`config.mk`:
```
export PLATFORM = sky130hd
export DESIGN_NAME = session_table_ttl_lru_top
export DESIGN_NICKNAME = d
export VERILOG_FILES = /design/src/hw/rtl/stl_pkg.sv /design/src/hw/rtl/session_table_ttl_lru_top.sv
export SDC_FILE = /design/constraint.sdc
export NUM_CORES = 2
export LEC_CHECK = 0
export ABC_AREA = 1
export BUFFER_PORTS_ARGS = -buffer_cell sky130_fd_sc_hd__buf_2
export CAP_MARGIN = 20
export CORE_MARGIN = 5
export CORE_UTILIZATION = 35
export DETAILED_ROUTE_END_ITERATION = 8
export PLACE_DENSITY = 0.54
export SYNTH_ARGS = -nofsm -noshare
export SYNTH_HDL_FRONTEND = slang
export SYNTH_SLANG_ARGS = --single-unit
export TNS_END_PERCENT = 5
```
`constraint.sdc`:
```
create_clock -name aclk -period 40 [get_ports aclk]
set_clock_uncertainty 0.15 [all_clocks]
set_input_delay 2 -clock aclk [delete_from_list [all_inputs] [get_ports aclk]]
set_output_delay 2 -clock aclk [all_outputs]
set_load 0.01 [all_outputs]
```
`src/hw/rtl/stl_pkg.sv`:
```
// ----------------------------------------------------------------------------
// stl_pkg
// Shared constants and types for the session table with TTL and LRU eviction.
// ----------------------------------------------------------------------------
`default_nettype none

package stl_pkg;

    localparam int ENTRIES = 4;
    localparam int IDX_W   = (ENTRIES > 1) ? $clog2(ENTRIES) : 1;
    localparam int CNT_W   = $clog2(ENTRIES + 1);

    localparam int ID_W    = 128;
    localparam int TOK_W   = 256;
    localparam int STAMP_W = 32;

    localparam logic [31:0] TTL_RESET = 32'd300000;
    localparam logic [1:0]  ADDR_TTL  = 2'd0;

    typedef enum logic [2:0] {
        FN_LOGIN  = 3'd0,
        FN_CHECK  = 3'd1,
        FN_VERIFY = 3'd2,
        FN_LOGOUT = 3'd3,
        FN_TICK   = 3'd4
    } func_t;

    typedef enum logic [1:0] {
        ST_IDLE,
        ST_SCAN,
        ST_DRAIN,
        ST_FINISH
    } state_t;

    typedef struct packed {
        logic [4:0] cleared_count;
        logic       expired;
        logic       evicted;
        logic [3:0] slot;
        logic       found;
        logic       ok;
    } result_t;

endpackage

`default_nettype wire

```
`src/hw/rtl/session_table_ttl_lru_top.sv`:
```
// ----------------------------------------------------------------------------
// session_table_ttl_lru_top
// Session table: each request scans all entries through single-read-port memories,
// then commits one result and at most one entry update; a tick clears during the scan.
// ----------------------------------------------------------------------------
// A request runs from acceptance through the states SCAN, DRAIN and FINISH to
// the result register; the scan reads one table entry per cycle from the
// single read port of the id/token and stamp memories. One request is in flight
// at a time; a new request is accepted in the cycle after the previous one has
// reached the output register, even while that result waits for m_tready. FINISH
// holds while the output register is still full and its result is not taken.
// Valid bits live in flip-flops and are cleared at reset, so the table is
// usable in the first cycle after reset. ttl_ms sits at byte address 0.
`default_nettype none

module session_table_ttl_lru_top (
    input  wire logic         aclk,
    input  wire logic         aresetn,
    // input channel
    input  wire logic         s_tvalid,
    output logic              s_tready,
    // now_ms[31:0], sid_hi[95:32], sid_lo[159:96], tok_w0[223:160],
    // tok_w1[287:224], tok_w2[351:288], tok_w3[415:352]
    input  wire logic [415:0] s_tdata,
    // func[2:0]
    input  wire logic [2:0]   s_tuser,
    // result channel
    output logic              m_tvalid,
    input  wire logic         m_tready,
    // ok[0], found[1], slot[5:2], evicted[6], expired[7], cleared_count[12:8],
    // zero[15:13]
    output logic [15:0]       m_tdata,
    // configuration
    input  wire logic         psel,
    input  wire logic         penable,
    input  wire logic         pwrite,
    input  wire logic [1:0]   paddr,
    input  wire logic [31:0]  pwdata,
    output logic [31:0]       prdata,
    output logic              pready
);
    import stl_pkg::*;

    state_t state_reg, state_next;

    logic [2:0]         func_reg;
    logic [31:0]        now_reg;
    logic [ID_W-1:0]    id_reg;
    logic [TOK_W-1:0]   tok_reg;

    logic [IDX_W-1:0]   rd_idx_reg;
    logic               ev_valid_reg;
    logic [IDX_W-1:0]   ev_idx_reg;

    logic [ID_W+TOK_W-1:0] idtok_mem [ENTRIES];
    logic [STAMP_W-1:0]    stamp_mem [ENTRIES];
    logic [ID_W+TOK_W-1:0] idtok_rd_reg;
    logic [STAMP_W-1:0]    stamp_rd_reg;

    logic               found_reg;
    logic [IDX_W-1:0]   hit_idx_reg;
    logic               hit_stale_reg;
    logic               hit_tok_eq_reg;
    logic [IDX_W-1:0]   min_idx_reg;
    logic [STAMP_W-1:0] min_stamp_reg;
    logic [CNT_W-1:0]   clr_cnt_reg;

    logic [ENTRIES-1:0] valid_reg;
    logic [31:0]        ttl_reg;

    logic               m_tvalid_reg;
    result_t            out_reg;

    logic               in_fire;
    logic               rd_en;
    logic               out_free;
    logic               finish_fire;
    logic               scan_last;

    logic               ev_hit;
    logic               ev_stale;
    logic               ev_tok_eq;
    logic [31:0]        ev_age;

    logic               free_any;
    logic [IDX_W-1:0]   free_idx;
    logic [IDX_W-1:0]   login_idx;
    logic               is_login;
    logic               is_check;
    logic               is_logout;
    logic               is_tick;

    logic               id_we;
    logic               stamp_we;
    logic [IDX_W-1:0]   wr_idx;
    result_t            res_next;

    // ------------------------------------------------------------------
    // Handshake and sequencing
    // ------------------------------------------------------------------
    assign in_fire   = s_tvalid && s_tready;
    assign out_free  = !m_tvalid_reg || m_tready;
    assign scan_last = (rd_idx_reg == IDX_W'(ENTRIES - 1));

    always_comb begin
        state_next = state_reg;
        unique case (state_reg)
            ST_IDLE:   if (s_tvalid) state_next = ST_SCAN;
            ST_SCAN:   if (scan_last) state_next = ST_DRAIN;
            ST_DRAIN:  state_next = ST_FINISH;
            ST_FINISH: if (out_free) state_next = ST_IDLE;
            default:   state_next = ST_IDLE;
        endcase
    end

    always_comb begin
        s_tready    = 1'b0;
        rd_en       = 1'b0;
        finish_fire = 1'b0;
        unique case (state_reg)
            ST_IDLE:   s_tready = 1'b1;
            ST_SCAN:   rd_en = 1'b1;
            ST_DRAIN:  ;
            ST_FINISH: finish_fire = out_free;
            default:   ;
        endcase
    end

    always_ff @(posedge aclk) begin
        if (!aresetn) begin
            state_reg    <= ST_IDLE;
            ev_valid_reg <= 1'b0;
        end else begin
            state_reg    <= state_next;
            ev_valid_reg <= rd_en;
        end
    end

    always_ff @(posedge aclk) begin
        if (in_fire) begin
            func_reg   <= s_tuser;
            now_reg    <= s_tdata[31:0];
            id_reg     <= s_tdata[159:32];
            tok_reg    <= {s_tdata[223:160], s_tdata[287:224],
                           s_tdata[351:288], s_tdata[415:352]};
            rd_idx_reg <= '0;
        end else if (rd_en && !scan_last) begin
            rd_idx_reg <= rd_idx_reg + IDX_W'(1);
        end
        if (rd_en) begin
            ev_idx_reg <= rd_idx_reg;
        end
    end

    // ------------------------------------------------------------------
    // Entry memories
    // ------------------------------------------------------------------
    always_ff @(posedge aclk) begin
        if (id_we) begin
            idtok_mem[wr_idx] <= {id_reg, tok_reg};
        end
        if (rd_en) begin
            idtok_rd_reg <= idtok_mem[rd_idx_reg];
        end
    end

    always_ff @(posedge aclk) begin
        if (stamp_we) begin
            stamp_mem[wr_idx] <= now_reg;
        end
        if (rd_en) begin
            stamp_rd_reg <= stamp_mem[rd_idx_reg];
        end
    end

    // ------------------------------------------------------------------
    // Per-entry evaluation
    // ------------------------------------------------------------------
    assign ev_age    = now_reg - stamp_rd_reg;
    assign ev_stale  = !(ev_age < ttl_reg);
    assign ev_hit    = valid_reg[ev_idx_reg] && (idtok_rd_reg[ID_W+TOK_W-1:TOK_W] == id_reg);
    assign ev_tok_eq = (idtok_rd_reg[TOK_W-1:0] == tok_reg);

    assign is_login  = (func_reg == FN_LOGIN);
    assign is_check  = (func_reg == FN_CHECK);
    assign is_logout = (func_reg == FN_LOGOUT);
    assign is_tick   = (func_reg == FN_TICK);

    always_ff @(posedge aclk) begin
        if (in_fire) begin
            found_reg <= 1'b0;
        end else if (ev_valid_reg) begin
            if (ev_hit && !found_reg) begin
                found_reg      <= 1'b1;
                hit_idx_reg    <= ev_idx_reg;
                hit_stale_reg  <= ev_stale;
                hit_tok_eq_reg <= ev_tok_eq;
            end
            if ((ev_idx_reg == '0) || (stamp_rd_reg < min_stamp_reg)) begin
                min_idx_reg   <= ev_idx_reg;
                min_stamp_reg <= stamp_rd_reg;
            end
        end
    end

    // ------------------------------------------------------------------
    // Free slot search and commit
    // ------------------------------------------------------------------
    always_comb begin
        free_any = 1'b0;
        free_idx = '0;
        for (int e = ENTRIES - 1; e >= 0; e--) begin
            if (!valid_reg[e]) begin
                free_any = 1'b1;
                free_idx = IDX_W'(e);
            end
        end
    end

    assign login_idx = free_any ? free_idx : min_idx_reg;
    assign id_we     = finish_fire && is_login;
    assign stamp_we  = finish_fire && (is_login || (is_check && found_reg && !hit_stale_reg));
    assign wr_idx    = is_login ? login_idx : hit_idx_reg;

    always_ff @(posedge aclk) begin
        if (!aresetn) begin
            valid_reg   <= '0;
            clr_cnt_reg <= '0;
        end else begin
            if (in_fire) begin
                clr_cnt_reg <= '0;
            end else if (ev_valid_reg && is_tick && valid_reg[ev_idx_reg] && ev_stale) begin
                valid_reg[ev_idx_reg] <= 1'b0;
                clr_cnt_reg           <= clr_cnt_reg + CNT_W'(1);
            end
            if (finish_fire) begin
                if (is_login) begin
                    valid_reg[login_idx] <= 1'b1;
                end else if (found_reg && ((is_check && hit_stale_reg) || is_logout)) begin
                    valid_reg[hit_idx_reg] <= 1'b0;
                end
            end
        end
    end

    always_comb begin
        res_next = '0;
        unique case (func_reg)
            FN_LOGIN: begin
                res_next.ok      = 1'b1;
                res_next.slot    = 4'(login_idx);
                res_next.evicted = !free_any;
            end
            FN_CHECK: begin
                res_next.found   = found_reg;
                res_next.slot    = found_reg ? 4'(hit_idx_reg) : 4'd0;
                res_next.ok      = found_reg && !hit_stale_reg;
                res_next.expired = found_reg && hit_stale_reg;
            end
            FN_VERIFY: begin
                res_next.found = found_reg;
                res_next.slot  = found_reg ? 4'(hit_idx_reg) : 4'd0;
                res_next.ok    = found_reg && hit_tok_eq_reg;
            end
            FN_LOGOUT: begin
                res_next.found = found_reg;
                res_next.slot  = found_reg ? 4'(hit_idx_reg) : 4'd0;
                res_next.ok    = found_reg;
            end
            FN_TICK: begin
                res_next.cleared_count = 5'(clr_cnt_reg);
                res_next.ok            = (clr_cnt_reg != '0);
            end
            default: res_next = '0;
        endcase
    end

    // ------------------------------------------------------------------
    // Output register
    // ------------------------------------------------------------------
    always_ff @(posedge aclk) begin
        if (!aresetn) begin
            m_tvalid_reg <= 1'b0;
        end else if (finish_fire) begin
            m_tvalid_reg <= 1'b1;
        end else if (m_tready) begin
            m_tvalid_reg <= 1'b0;
        end
    end

    always_ff @(posedge aclk) begin
        if (finish_fire) begin
            out_reg <= res_next;
        end
    end

    assign m_tvalid = m_tvalid_reg;
    assign m_tdata  = {3'b000, out_reg};

    // ------------------------------------------------------------------
    // Configuration port
    // ------------------------------------------------------------------
    assign pready = 1'b1;

    always_ff @(posedge aclk) begin
        if (!aresetn) begin
            ttl_reg <= TTL_RESET;
        end else if (psel && penable && pwrite && (paddr == ADDR_TTL)) begin
            ttl_reg <= pwdata;
        end
    end

    always_comb begin
        prdata = '0;
        if (paddr == ADDR_TTL) begin
            prdata = ttl_reg;
        end
    end

    // ------------------------------------------------------------------
    // Assertions
    // ------------------------------------------------------------------
    a_accept_starts_scan: assert property (@(posedge aclk) disable iff (!aresetn)
        in_fire |=> (state_reg == ST_SCAN) && (rd_idx_reg == '0))
        else $error("accepted transaction did not start a scan");

    a_finish_loads_output: assert property (@(posedge aclk) disable iff (!aresetn)
        finish_fire |=> m_tvalid_reg && (state_reg == ST_IDLE))
        else $error("finished transaction did not reach the output register");

    a_clear_count_bound: assert property (@(posedge aclk) disable iff (!aresetn)
        clr_cnt_reg <= CNT_W'(ENTRIES))
        else $error("tick clear count exceeds table size");

    a_evict_only_when_full: assert property (@(posedge aclk) disable iff (!aresetn)
        (finish_fire && is_login && !free_any) |-> (valid_reg == '1))
        else $error("eviction with a free entry present");

    a_login_sets_valid: assert property (@(posedge aclk) disable iff (!aresetn)
        (finish_fire && is_login) |=> valid_reg[$past(login_idx)])
        else $error("login did not mark its entry valid");

endmodule

`default_nettype wire
```
==> results.md <==
- Outcome: complete, no violations
- Post-Syn Instances: 6703
- Initial DRC Count: 4460
- CTS Hold Bufs: 0
- Worst Hold Class: reg2reg
- DRC violations left: 0
- Total wire length: 247000 um
- RSZ-0062 raised after global routing: false
- DP Worst Slack: 32.33 ns
- Synth top area share: 77.8%
- Routed wire per std cell: 22.0 um
- Number of synthesized flops with an enable pin: 2548
- Total GRT Usage: 16.3%
- GP Congestion: 0.799
- Power, Total: 7.80 mW
- Total gr overflow: 0
- HPWL after detailed placement: 146000 um
- Initial Util: 35.2%
- Placed cell count: 10700
- Placed cell areas: 105000 um^2
- CTS resizes: 0
- # rows: 194
- Min Tclk post-route: 6.73 ns
- Final ANT Viol Nets: 0
- Final #Nets: 7831
- Required @ worst endpoint: 40.34 ns
- Syn. warnings: 0
- Worst setup EP type: flip-flop
- Clk_lat worst skew: 0.90 ns
- Fin area: 114000 um^2
- Post-CTS setup buffers: 0
- Buffers and inverters on the worst path: 7
- FFs w/ async S/R, synth: 0%
- Lkg Pwr: 38.6 nW
- Setup_tns: 0 ns
- Share of cells above drive strength 1: 13.8%
- #FFs+latches synth: 2594
- Die area: 292000 um^2
- Antenna violations before repair: 54
- Max VDD drop: 0.0625 mV
- Critical path peak fanout: 56
- Slew margin rel.: 22.4%
- Via count: 56100
- Worst path most repeated cell: buf_4
- Synth-to-Final Area Change: 16.1%
- Synth Cell Area: 98400 um^2
- MaxCap Viol Count: 0
- Clock buffer depth: 4
- PD cells: 68.3 nW/um^2
- CP Cell Sequence: buf_2, inv_1, nand2_1, nand2_1, nor2_2, nand2_1, nor2_4, buf_4, buf_4, buf_4, buf_4, buf_4
- Family with the most delay on the worst path: buffers and inverters
- Largest net degree at the start of global routing: 199
- Fmax: 149 MHz
- Slowest CP cell: buf_4
- First-pass GRT wire length: 363000 um
- Clk sinks: 2594
- Vias per cell: 5.00
- Final non-filler cell total: 11200
- Worst Path Arrival: 7.07 ns
- Final setup fails: 0
- H-tree depth: 5
- DR pass1 iterations: 6
- I/O Pins: 511
- Synth Area per Inst: 14.7 um^2
- # port buffers: 502
- Clk slew on worst S/H paths: 0.06 ns
- Hold Vio Cnt, Final: 0
- Final Slew Violations: 0
- Final WS setup: 33.27 ns
- Chip width: 540 um
- Core ar.: 280000 um^2
- Vias in the first global route: 55800
- Post-synthesis sequential area ratio: 78.7%
- Max incr delay on CP: 0.89 ns
- CTS tree: done
- Largest register FFs: 1536
- Area contributors post-synth: edfxtp_1 78%, o21ai_0 4.7%, nor2_1 3.9%, o22ai_1 2.8%, nand2_1 1.3%
- Setup CP Type: in2reg
- Main synth FF type: edfxtp_1
- Die height: 540 um
- Synth cell types: 46
- Period utilization: 16.8%
- Setup crit start kind: input port
- Yosys top cell by area: edfxtp_1
- TritonCTS Buffers: 287
- CTS root buffer: clkbuf_16
- Slew @ Worst Pin: 1.16 ns
==> cell usage after synthesis, types with 60 or more instances <==
cell type / count
o21ai_0: 917
xnor2_1: 136
o22ai_1: 436
nand2_1: 338
xor2_1: 143
nand3_1: 62
clkbuf_1: 236
nor3_1: 60
inv_1: 302
ha_1: 100
edfxtp_1: 2548
nor2_1: 1019
a21oi_1: 107
==> layout make-up <==
| cell class | count | area, um^2 |
|---|---|---|
| fill | 25600 | 165000 |
| sequential | 2594 | 77400 |
| multi-input combinational | 3509 | 18600 |
| clock buffer | 359 | 7530 |
| tap | 3724 | 4660 |
| timing repair buffer | 570 | 3120 |
| clock inverter | 144 | 1640 |
| inverter | 308 | 1190 |
| antenna | 15 | 37.5 |
==> layer usage <==
metal | part of all wire, % | GRT usage [%]
met1 | 45 | 22.6
met2 | 47 | 27.0
met3 | 5.1 | 2.55
met4 | 2.7 | 4.23
met5 | 0.011 | 0
==> path summary, 6_finish.rpt <==
check	startpoint	to	depth (start not counted)	slack (ns)
hold reg to reg	ttl_reg[0]	ttl_reg[0]	2	0.34
hold / removal	ttl_reg[0]	ttl_reg[0]	2	0.34
setup / recovery	m_tready	idtok_mem[0][141]	12	33.27
setup reg to reg	func_reg[0]	idtok_mem[0][141]	12	33.92
==> cells in the final DEF (no fill, tap or decap), drive strengths merged <==
master    instances
ha              100
bufinv           25
nand3b            3
nand2           341
buf             570
clkinvlp          4
conb              8
nor2           1023
o2111ai           8
xnor2           136
o221ai            2
o31ai             1
o21ai           924
nor4             10
clkinv          102
nor3b             1
o211ai           15
inv             321
o22ai           436
dfxtp            46
o2111a            1
clkbuf          359
and2              2
nand3            62
nand4            44
and3              1
o21a              7
o21bai            3
nor3             62
edfxtp         2548
fa                1
a211oi            8
a22o              1
diode            15
xor2            143
a21oi           108
or2              46
a41oi             1
a21o              8
a31oi             3
==> cells by family after synthesis <==
family / share of synthesized area, %
AO/OA/AOI/OAI: 8.50
other: 0.00763
AND/OR/NAND/NOR: 6.56
buffers and inverters: 2.45
adder cells (fa/ha/maj): 1.29
XOR/XNOR: 2.48
flip-flops: 78.7
==> power by group <==
part	switching, mW	total (mW)	internal, mW
logic	1.04	1.50	0.458
clock network	1.07	2.58	1.51
registers	0.243	3.72	3.48
==> stage by stage <==
step | hold slack [ns] | util (%)
final | 0.339 | 40.9
after global routing | 0.350 | 40.8
after CTS | 0.340 | 40.8
after detailed placement | 0.331 | 37.6
after global placement | 0.316 | 37.6
after floorplan | 0.281 | -
==> worst min-delay path, cell delays in order, from the launching register on <==
cell and delay (ns):
dfxtp_1 0.31, inv_1 0.07, a21oi_1 0.06
Note: power is estimated with default switching activity, not from simulation.
